**src/hdl/ctgp_pkg.sv**
```systemverilog
`default_nettype none

package ctgp_pkg;

  // parse limits
  localparam int MAX_TILDES   = 15;
  localparam int TILDE_W      = (MAX_TILDES > 0) ? $clog2(MAX_TILDES + 1) : 1;
  localparam int SYMBOL_COUNT = 83;
  localparam int SYM_W        = $clog2(SYMBOL_COUNT);
  localparam int WIRE_W       = 11;
  localparam int WORDS        = 3;
  localparam int WORD_IDX_W   = $clog2(WORDS);
  localparam int WCOUNT_W     = 3;

  // digit alphabet, first symbol in the top byte
  localparam logic [SYMBOL_COUNT*8-1:0] SYMBOL_STR =
    "0123456789abcdefghijklmnopqrstuvwxyzABCDEFGHIJKLMNOPQRSTUVWXYZ!@#$%^&*()-_=+[]{}<>?";

  localparam logic [7:0] CH_SEMI  = 8'h3B;
  localparam logic [7:0] CH_TILDE = 8'h7E;
  localparam logic [7:0] CH_HASH  = 8'h23;
  localparam logic [7:0] CH_LF    = 8'h0A;
  localparam logic [7:0] CH_CR    = 8'h0D;
  localparam logic [7:0] CH_TAB   = 8'h09;
  localparam logic [7:0] CH_SPACE = 8'h20;

  typedef enum logic [2:0] {
    ST_GATE     = 3'd0,
    ST_DONE     = 3'd1,
    ST_WORDS    = 3'd2,
    ST_BADCHAR  = 3'd3,
    ST_UNTERM   = 3'd4,
    ST_TOOLARGE = 3'd5
  } status_t;

  typedef enum logic [2:0] {
    K_NEWLINE,
    K_BLANK,
    K_SEMI,
    K_TILDE,
    K_SYMBOL,
    K_BAD
  } char_kind_t;

  typedef struct packed {
    char_kind_t       kind;
    logic             is_hash;
    logic [SYM_W-1:0] sym;
  } char_info_t;

  typedef struct packed {
    logic [7:0] text_byte;
    logic       end_of_text;
  } text_beat_t;

  typedef struct packed {
    status_t           status;
    logic [WIRE_W-1:0] wire_target;
    logic [WIRE_W-1:0] wire_ctrl_one;
    logic [WIRE_W-1:0] wire_ctrl_two;
  } gate_beat_t;

  typedef struct packed {
    logic             hit;
    logic [SYM_W-1:0] idx;
  } sym_hit_t;

  // compare against every symbol of the alphabet, the first match giving the index
  function automatic sym_hit_t symbol_lookup(input logic [7:0] ch);
    sym_hit_t r;
    r.hit = 1'b0;
    r.idx = '0;
    for (int i = 0; i < SYMBOL_COUNT; i++) begin
      if (!r.hit && SYMBOL_STR[(SYMBOL_COUNT - 1 - i)*8 +: 8] == ch) begin
        r.hit = 1'b1;
        r.idx = SYM_W'(i);
      end
    end
    return r;
  endfunction

endpackage

`default_nettype wire

```
**src/hdl/ctgp_decode.sv**
```systemverilog
`default_nettype none

module ctgp_decode (
  input  wire logic [7:0]          text_byte,
  output ctgp_pkg::char_info_t     info
);
  import ctgp_pkg::*;

  sym_hit_t lookup;

  always_comb begin
    lookup       = symbol_lookup(text_byte);
    info.sym     = lookup.idx;
    info.is_hash = (text_byte == CH_HASH);
    if (text_byte == CH_LF || text_byte == CH_CR) begin
      info.kind = K_NEWLINE;
    end else if (text_byte == CH_TAB || text_byte == CH_SPACE) begin
      info.kind = K_BLANK;
    end else if (text_byte == CH_SEMI) begin
      info.kind = K_SEMI;
    end else if (text_byte == CH_TILDE) begin
      info.kind = K_TILDE;
    end else if (lookup.hit) begin
      info.kind = K_SYMBOL;
    end else begin
      info.kind = K_BAD;
    end
  end

endmodule

`default_nettype wire

```
**src/hdl/ctgp_parse.sv**
```systemverilog
`default_nettype none

module ctgp_parse (
  input  wire logic                 clk,
  input  wire logic                 rst,
  input  wire logic                 advance,
  input  wire logic                 end_of_text,
  input  wire ctgp_pkg::char_info_t info,
  output logic                      res_valid,
  output ctgp_pkg::gate_beat_t      res
);
  import ctgp_pkg::*;

  logic                in_comment, in_comment_next;
  logic                at_line_start, at_line_start_next;
  logic [TILDE_W-1:0]  tilde_count, tilde_count_next;
  logic [WCOUNT_W-1:0] word_count, word_count_next;
  logic                halted, halted_next;
  logic [WIRE_W-1:0]   word_store [WORDS];
  logic                store_we;
  logic [WIRE_W-1:0]   wire_value;

  // symbol index plus 83 per pending tilde
  assign wire_value = WIRE_W'(info.sym) + WIRE_W'(tilde_count) * WIRE_W'(SYMBOL_COUNT);

  always_comb begin
    in_comment_next    = in_comment;
    at_line_start_next = at_line_start;
    tilde_count_next   = tilde_count;
    word_count_next    = word_count;
    halted_next        = halted;
    store_we           = 1'b0;
    res_valid          = 1'b0;
    res.status         = ST_GATE;
    res.wire_target    = '0;
    res.wire_ctrl_one  = '0;
    res.wire_ctrl_two  = '0;

    if (halted) begin
      // sticky error, beats drain with no result
    end else if (end_of_text) begin
      res_valid = 1'b1;
      if (word_count != '0) begin
        res.status  = ST_UNTERM;
        halted_next = 1'b1;
      end else begin
        res.status         = ST_DONE;
        in_comment_next    = 1'b0;
        at_line_start_next = 1'b1;
        tilde_count_next   = '0;
        word_count_next    = '0;
      end
    end else if (in_comment) begin
      if (info.kind == K_NEWLINE) begin
        in_comment_next    = 1'b0;
        at_line_start_next = 1'b1;
      end
    end else if (at_line_start && info.is_hash) begin
      in_comment_next = 1'b1;
    end else begin
      unique case (info.kind)
        K_SEMI: begin
          tilde_count_next = '0;
          if (word_count == WCOUNT_W'(WORDS)) begin
            res_valid         = 1'b1;
            res.wire_target   = word_store[0];
            res.wire_ctrl_one = word_store[1];
            res.wire_ctrl_two = word_store[2];
            word_count_next   = '0;
          end else if (word_count != '0) begin
            res_valid   = 1'b1;
            res.status  = ST_WORDS;
            halted_next = 1'b1;
          end
        end
        K_TILDE: begin
          if (tilde_count >= TILDE_W'(MAX_TILDES)) begin
            res_valid   = 1'b1;
            res.status  = ST_TOOLARGE;
            halted_next = 1'b1;
          end else begin
            tilde_count_next   = tilde_count + 1'b1;
            at_line_start_next = 1'b0;
          end
        end
        K_NEWLINE: begin
          at_line_start_next = 1'b1;
        end
        K_BLANK: begin
        end
        K_SYMBOL: begin
          if (word_count < WCOUNT_W'(WORDS)) begin
            store_we        = 1'b1;
            word_count_next = word_count + 1'b1;
          end else begin
            word_count_next = WCOUNT_W'(WORDS + 1);
          end
          tilde_count_next   = '0;
          at_line_start_next = 1'b0;
        end
        default: begin
          res_valid   = 1'b1;
          res.status  = ST_BADCHAR;
          halted_next = 1'b1;
        end
      endcase
    end
  end

  always_ff @(posedge clk) begin
    if (rst) begin
      in_comment    <= 1'b0;
      at_line_start <= 1'b1;
      tilde_count   <= '0;
      word_count    <= '0;
      halted        <= 1'b0;
    end else if (advance) begin
      in_comment    <= in_comment_next;
      at_line_start <= at_line_start_next;
      tilde_count   <= tilde_count_next;
      word_count    <= word_count_next;
      halted        <= halted_next;
    end
  end

  always_ff @(posedge clk) begin
    if (advance && store_we) begin
      word_store[word_count[WORD_IDX_W-1:0]] <= wire_value;
    end
  end

endmodule

`default_nettype wire

```
**src/hdl/circuit_text_gate_parser.sv**
```systemverilog
`default_nettype none

// circuit text gate parser: takes one text character per beat on the text
// channel and gives one beat on the gate channel for each ';' that closes a
// three-word gate (status gate, with the three wire numbers), for the end of
// the text (done, or unterminated if words are pending), and for the first
// error (wrong word count, bad char, wire too large). after an error every
// beat is taken and dropped until reset. a new character is taken every
// cycle unless the held beat has a result while the gate channel is stalled;
// a taken beat sits in the input register, the parse update (lookup plus
// one constant multiply-add) loads its result into the output register,
// and from there the result is offered on the gate channel. the input
// side keeps moving while a result waits on the gate channel as long as
// the beat in the input register gives no result of its own
module circuit_text_gate_parser (
  input  wire logic                 clk,
  input  wire logic                 rst,
  input  wire logic                 text_valid,
  output logic                      text_ready,
  input  wire ctgp_pkg::text_beat_t text_beat,
  output logic                      gate_valid,
  input  wire logic                 gate_ready,
  output ctgp_pkg::gate_beat_t      gate_beat
);
  import ctgp_pkg::*;

  // input register
  logic       hold_valid;
  text_beat_t hold_beat;

  // parse step result
  char_info_t info;
  logic       res_valid;
  gate_beat_t res;
  logic       take;
  logic       out_free;

  // the held beat moves on when its result, if any, has room
  assign out_free   = !gate_valid || gate_ready;
  assign take       = hold_valid && (out_free || !res_valid);
  assign text_ready = !hold_valid || take;

  always_ff @(posedge clk) begin
    if (rst) begin
      hold_valid <= 1'b0;
    end else if (text_valid && text_ready) begin
      hold_valid <= 1'b1;
    end else if (take) begin
      hold_valid <= 1'b0;
    end
  end

  always_ff @(posedge clk) begin
    if (text_valid && text_ready) begin
      hold_beat <= text_beat;
    end
  end

  ctgp_decode u_decode (
    .text_byte (hold_beat.text_byte),
    .info      (info)
  );

  ctgp_parse u_parse (
    .clk         (clk),
    .rst         (rst),
    .advance     (take),
    .end_of_text (hold_beat.end_of_text),
    .info        (info),
    .res_valid   (res_valid),
    .res         (res)
  );

  // output register
  always_ff @(posedge clk) begin
    if (rst) begin
      gate_valid <= 1'b0;
    end else if (take && res_valid) begin
      gate_valid <= 1'b1;
    end else if (gate_ready) begin
      gate_valid <= 1'b0;
    end
  end

  always_ff @(posedge clk) begin
    if (take && res_valid) begin
      gate_beat <= res;
    end
  end

endmodule

`default_nettype wire
```
**config.mk**
```make
export PLATFORM = sky130hd
export DESIGN_NAME = circuit_text_gate_parser
export DESIGN_NICKNAME = d
export VERILOG_FILES = /design/src/hdl/ctgp_pkg.sv /design/src/hdl/ctgp_decode.sv /design/src/hdl/ctgp_parse.sv /design/src/hdl/circuit_text_gate_parser.sv
export SDC_FILE = /design/constraint.sdc
export NUM_CORES = 1
export LEC_CHECK = 0
export ABC_CLOCK_PERIOD_IN_PS = 6600
export BUFFER_PORTS_ARGS = -buffer_cell sky130_fd_sc_hd__buf_4
export CAP_MARGIN = 10
export CORE_ASPECT_RATIO = 0.8
export CORE_MARGIN = 4
export CORE_UTILIZATION = 41
export DETAILED_ROUTE_END_ITERATION = 8
export PLACE_DENSITY_LB_ADDON = 0.2
export SLEW_MARGIN = 5
export SYNTH_ARGS = -nofsm -noshare
export SYNTH_HDL_FRONTEND = slang
export SYNTH_HIERARCHICAL = 1
export SYNTH_SLANG_ARGS = --single-unit
```
**constraint.sdc**
```tcl
create_clock -name clk -period 6.6 [get_ports clk]
set_input_delay 0.33 -clock clk [delete_from_list [all_inputs] [get_ports clk]]
set_output_delay 0.33 -clock clk [all_outputs]
set_load 0.01 [all_outputs]
```
[Word level (Yosys, flattened, before mapping)]
Memories as Yosys holds them, arrays and structs flattened.
Index checks and enable logic that the tools add are counted.
Operators by class
  order comparisons: 2
  equal/unequal tests: 103
  muxes and demuxes: 149
  $mul: 1
  $add $sub $neg: 3
  bitwise operators: 3
  reduce and logical (&&, ||, !) cells: 191
Operator list (number)
  $mux 8: 83
  $eq 7x8->1 const A: 59
  $eq 6x8->1 const A: 24
  $logic_and 1x1->1: 87
  $logic_not 1->1: 85
  $mux 36: 2
  $mux 33: 2
  $mux 3: 14
  $mux 1: 36
  $eq 8x4->1 const B: 3
  $eq 8x6->1 const B: 3
  $reduce_and 7->1: 3
  $mux 4: 5
  $add 7x11->11: 1
  $mul 4x7->11 const B: 1
  $eq 3x2->1 const B: 3
  $pmux 1 s3: 3
  $pmux 3 s3: 1
  $reduce_bool 3->1: 3
  $eq 8x7->1 const B: 1
  $pmux 4 s2: 1
  $ne 2x2->1 const B: 3
  $ne 3x2->1 const B: 2
  $ne 3x3->1 const B: 2
  18 further kinds: 25
Storage, ports and cells
  memory bits (writable): 33
  bits in registers: 57
  memories: 1
Memory list
  u_parse.word_store: words 3, width 11, read ports 3, clocked after memory_dff 0, write ports 1, line ctgp_parse.sv:19  | logic [WIRE_W-1:0] word_store [WORDS];

[Depth between registers and ports, before layout]
  word-level depth: 266
  depth in mapped cells: 21
  gate-level depth less buffers: 16

[Modules after synthesis]
Netlist, hierarchy kept.
Modules (own cells, without submodules)
  ctgp_parse: area an instance 2662.6 sq um, instances 1, cells an instance 239, seq. area each 1191.1 sq um
  ctgp_decode: area an instance 1647.8 sq um, instances 1, cells an instance 258, seq. area each 0.0 sq um
  circuit_text_gate_parser: area an instance 1455.1 sq um, instances 1, cells an instance 57, seq. area each 1391.3 sq um

[Worst setup path before layout]
Ideal clock, no wire load.
  path kind: reg2reg
  start point: reg hold_beat[5] (netlist bit)
  end point: reg gate_beat[0] (netlist bit) (enable)
  setup time: 0.429 ns
  stages on the path, launching flop included: 16
  path slack: 1.943 ns
  buffers on the path: 3
  clock period less this slack: 4.657 ns
  arrival: 4.228 ns
  path through: edfxtp_1 buf_6 buf_6 nor3b_1 o2111ai_1 o2111ai_1 nor4bb_1 o211ai_1 nor3_1 buf_2 nand3_1 o21ai_0 nor2_1 a211oi_1 nand2_1 nor2_1
RTL lines
  start: declaration: line circuit_text_gate_parser.sv:29  | text_beat_t hold_beat;
  start signal: assignment: line circuit_text_gate_parser.sv:55  | hold_beat <= text_beat;
  end signal: assignment: line circuit_text_gate_parser.sv:87  | gate_beat <= res;
  end: declaration: line circuit_text_gate_parser.sv:23  | output ctgp_pkg::gate_beat_t gate_beat

==> metrics.cfg <==
[final_layout]
utilization_pct=47.8
fillCellCount=1251
seq_area_sq_um=2580
synthToLayoutAreaGrowth_pct=13.2
finalNetCount=630
diodes=0
drive_gt1_share_pct=16.8
multi_input_area_sq_um=2920

[critical_path]
start_kind=flip-flop
worstPathArrival_ns=5.27
worst-setup-path-type=reg2reg
cp-startpoint=hold_beat[2]
endpoint_kind=flip-flop
reg2reg_depth=17
crit_fanout=31
critPathRequiredTime_ns=6.83
r2r-start=hold_beat[2]

[synth]
yosysWarnings=6
synth.area.top_cells=edfxtp_1, ha_1, and2_1, dfxtp_1, nor2_1
synth_commonest_cells=edfxtp_1, nor2_1, and2_1, ha_1, a21oi_1
yosysMostFrequentCell=edfxtp_1
yosysUniqueCellTypes=81
yosys.area.top_type=edfxtp_1
syn-cell-area_sq_um=5770
syn_avg_cell_area_sq_um=10.4
synth-edff-count=78
synth_nets=600
synth-seq-area-share_pct=44.8
syn_inst=554
synth-seq-cells=90
synth-main-ff-cell=edfxtp_1
synth_top_area_share_pct=40.6
async_flop_share_pct=0

[grt]
grt.total_usage_pct=17.1
grt_pass1_vias=4295
antenna_found_initial=0
grt-ovfl-total=0
grt_max_degree=47
grt_pass1_wl_um=21700

[place]
place_hpwl_um=9640
io_buffers=50
place_ws_ns=1.69
globalplace.congestion=0.953

[power_and_ir_drop]
ir_worst_vdd_mv=0.151
p_per_area_nw_per_um2=204
leakagePower_nw=2.49

[timing]
setup_violations=0
fin_skew_ns=0.00830
hold_violations=0
finalMaxSlewViolations=0
slew_headroom_pct=35.2
finalWorstSetupSlack_ns=1.56
rsz0062_at_grt=no
setup_tns_ns=0
min_period_ns=5.04
fin_crit_sh_pct=76.4
fmax_ghz=0.198
worst_pin_slew_ns=0.969

[hold_path]
hp-start=text_beat[3]
hold_depth=1
min_path_type=in2reg

[clock_tree]
cts_tree=yes
cts_setup_buffers=0
cts_resized=0
numCtsBuffers=9
clock-sinks=90
htreeDepth=3
clk_path_buf_depth=2
clk_pin_slew_worst_paths_ns=0.06
postCtsHoldBufs=0
worstSkewPairLatency_ns=0.34
cts-root-buf=clkbuf_16

[drt]
wl_per_cell_um=17.3
dr.first_iter.drc_count=504
vias=4503
drt-total-wl_um=13300
drtPass1Iterations=6
drc=0
drtAntennaViolNets=0
drt-vias-per-instance=5.86

[floorplan]
die_w_um=141
num_io_pins=51
die_area_sq_um=16000
coreArea_sq_um=13600
rows=38
die_height_um=114
start_util_pct=42.3

[status]
status=finished, final reports clean

[job]
maxCapViolCount=0

==> cell type report <==
type | instances | area share [%]
sequential | 90 | 39.6
multi-input combinational | 407 | 44.8
inverter | 18 | 1.04
tap | 180 | 3.45
clock buffer | 9 | 3.45
timing repair buffer | 58 | 6.67
clock inverter | 7 | 1.04
==> cell families after synthesis <==
| family | after synthesis | share of synthesized area, % |
|---|---|---|
| AOI/OAI and AO/OA | 129 | 16.0 |
| xor gates and xnor gates | 14 | 2.13 |
| adders and majority gates | 33 | 7.68 |
| buffers and inverters | 57 | 4.77 |
| DFF | 90 | 44.8 |
| muxes | 6 | 1.09 |
| and+or+nand+nor | 225 | 23.6 |
==> metrics by stage <==
stage                     instance area [sq um]  hold slack [ns]  cells  power [mW]
after floorplan                            5770            0.399    554       0.787
after global placement                     6230            0.500    753       0.838
after detailed placement                   6230            0.502    753       0.840
after CTS                                  6530            0.147    769        1.34
after global routing                       6530            0.140    769        1.39
final                                      6530            0.162    769        1.33
==> power by group <==
part	switching, mW	internal (mW)	total (mW)
combinational	0.102	0.0655	0.167
clock	0.208	0.293	0.501
sequential	0.0230	0.641	0.664
total	0.333	0.999	1.33
==> path summary, 6_finish.rpt <==
check | to | slack, ns
setup / recovery | u_parse/word_count[2] | 1.56
hold reg to reg | gate_beat[12] | 0.51
hold / removal | hold_beat[3] | 0.16
setup reg to reg | u_parse/word_count[2] | 1.56
==> critical path: stages (launching register included) <==
cell      delay [ns]
edfxtp_1        0.97
inv_1           0.40
nand2_1         0.34
o31ai_1         0.12
nor3_1          0.41
nand4_1         0.19
nor3_1          0.17
buf_4           0.19
nand3_1         0.13
o21ai_0         0.19
nor2_1          0.08
a211oi_1        0.45
a21boi_1        0.18
inv_1           0.09
a211o_1         0.39
nor2_1          0.07
o21ai_1         0.20
mux2_2          0.37
==> layout by cell type, fill, tap and decap left out, drive strengths merged, types with 6 or more instances in the layout <==
cell	n
nor2b	10
a21oi	29
nand4	9
o211ai	7
nand2	27
o21ai	26
and2	39
nor3	14
and3	9
ha	29
nor2	49
edfxtp	78
buf	58
o31ai	6
nor4bb	6
dfxtp	12
xnor2	9
nand3	17
a211oi	6
clkbuf	9
inv	20
nand2b	13
==> routing by layer <==
metal  GRT usage [%]  up-vias  routed length, um
met2            25.5      205               5820
met5               0        -                  0
li1                -     2150                  -
met4            6.33        0                259
met3            5.39       26               1210
met1            23.5     2122               6030
==> state kept, by name (all words and copies together), names as in the netlist <==
signal and cells:
gate_beat 36, gate_valid 1, hold_beat 9, hold_valid 1, u_parse/at_line_start 1, u_parse/halted 1, u_parse/in_comment 1, u_parse/tilde_count 4
u_parse/word_count 3, u_parse/word_store 33
No activity file was read; power rests on OpenSTA's default activity.
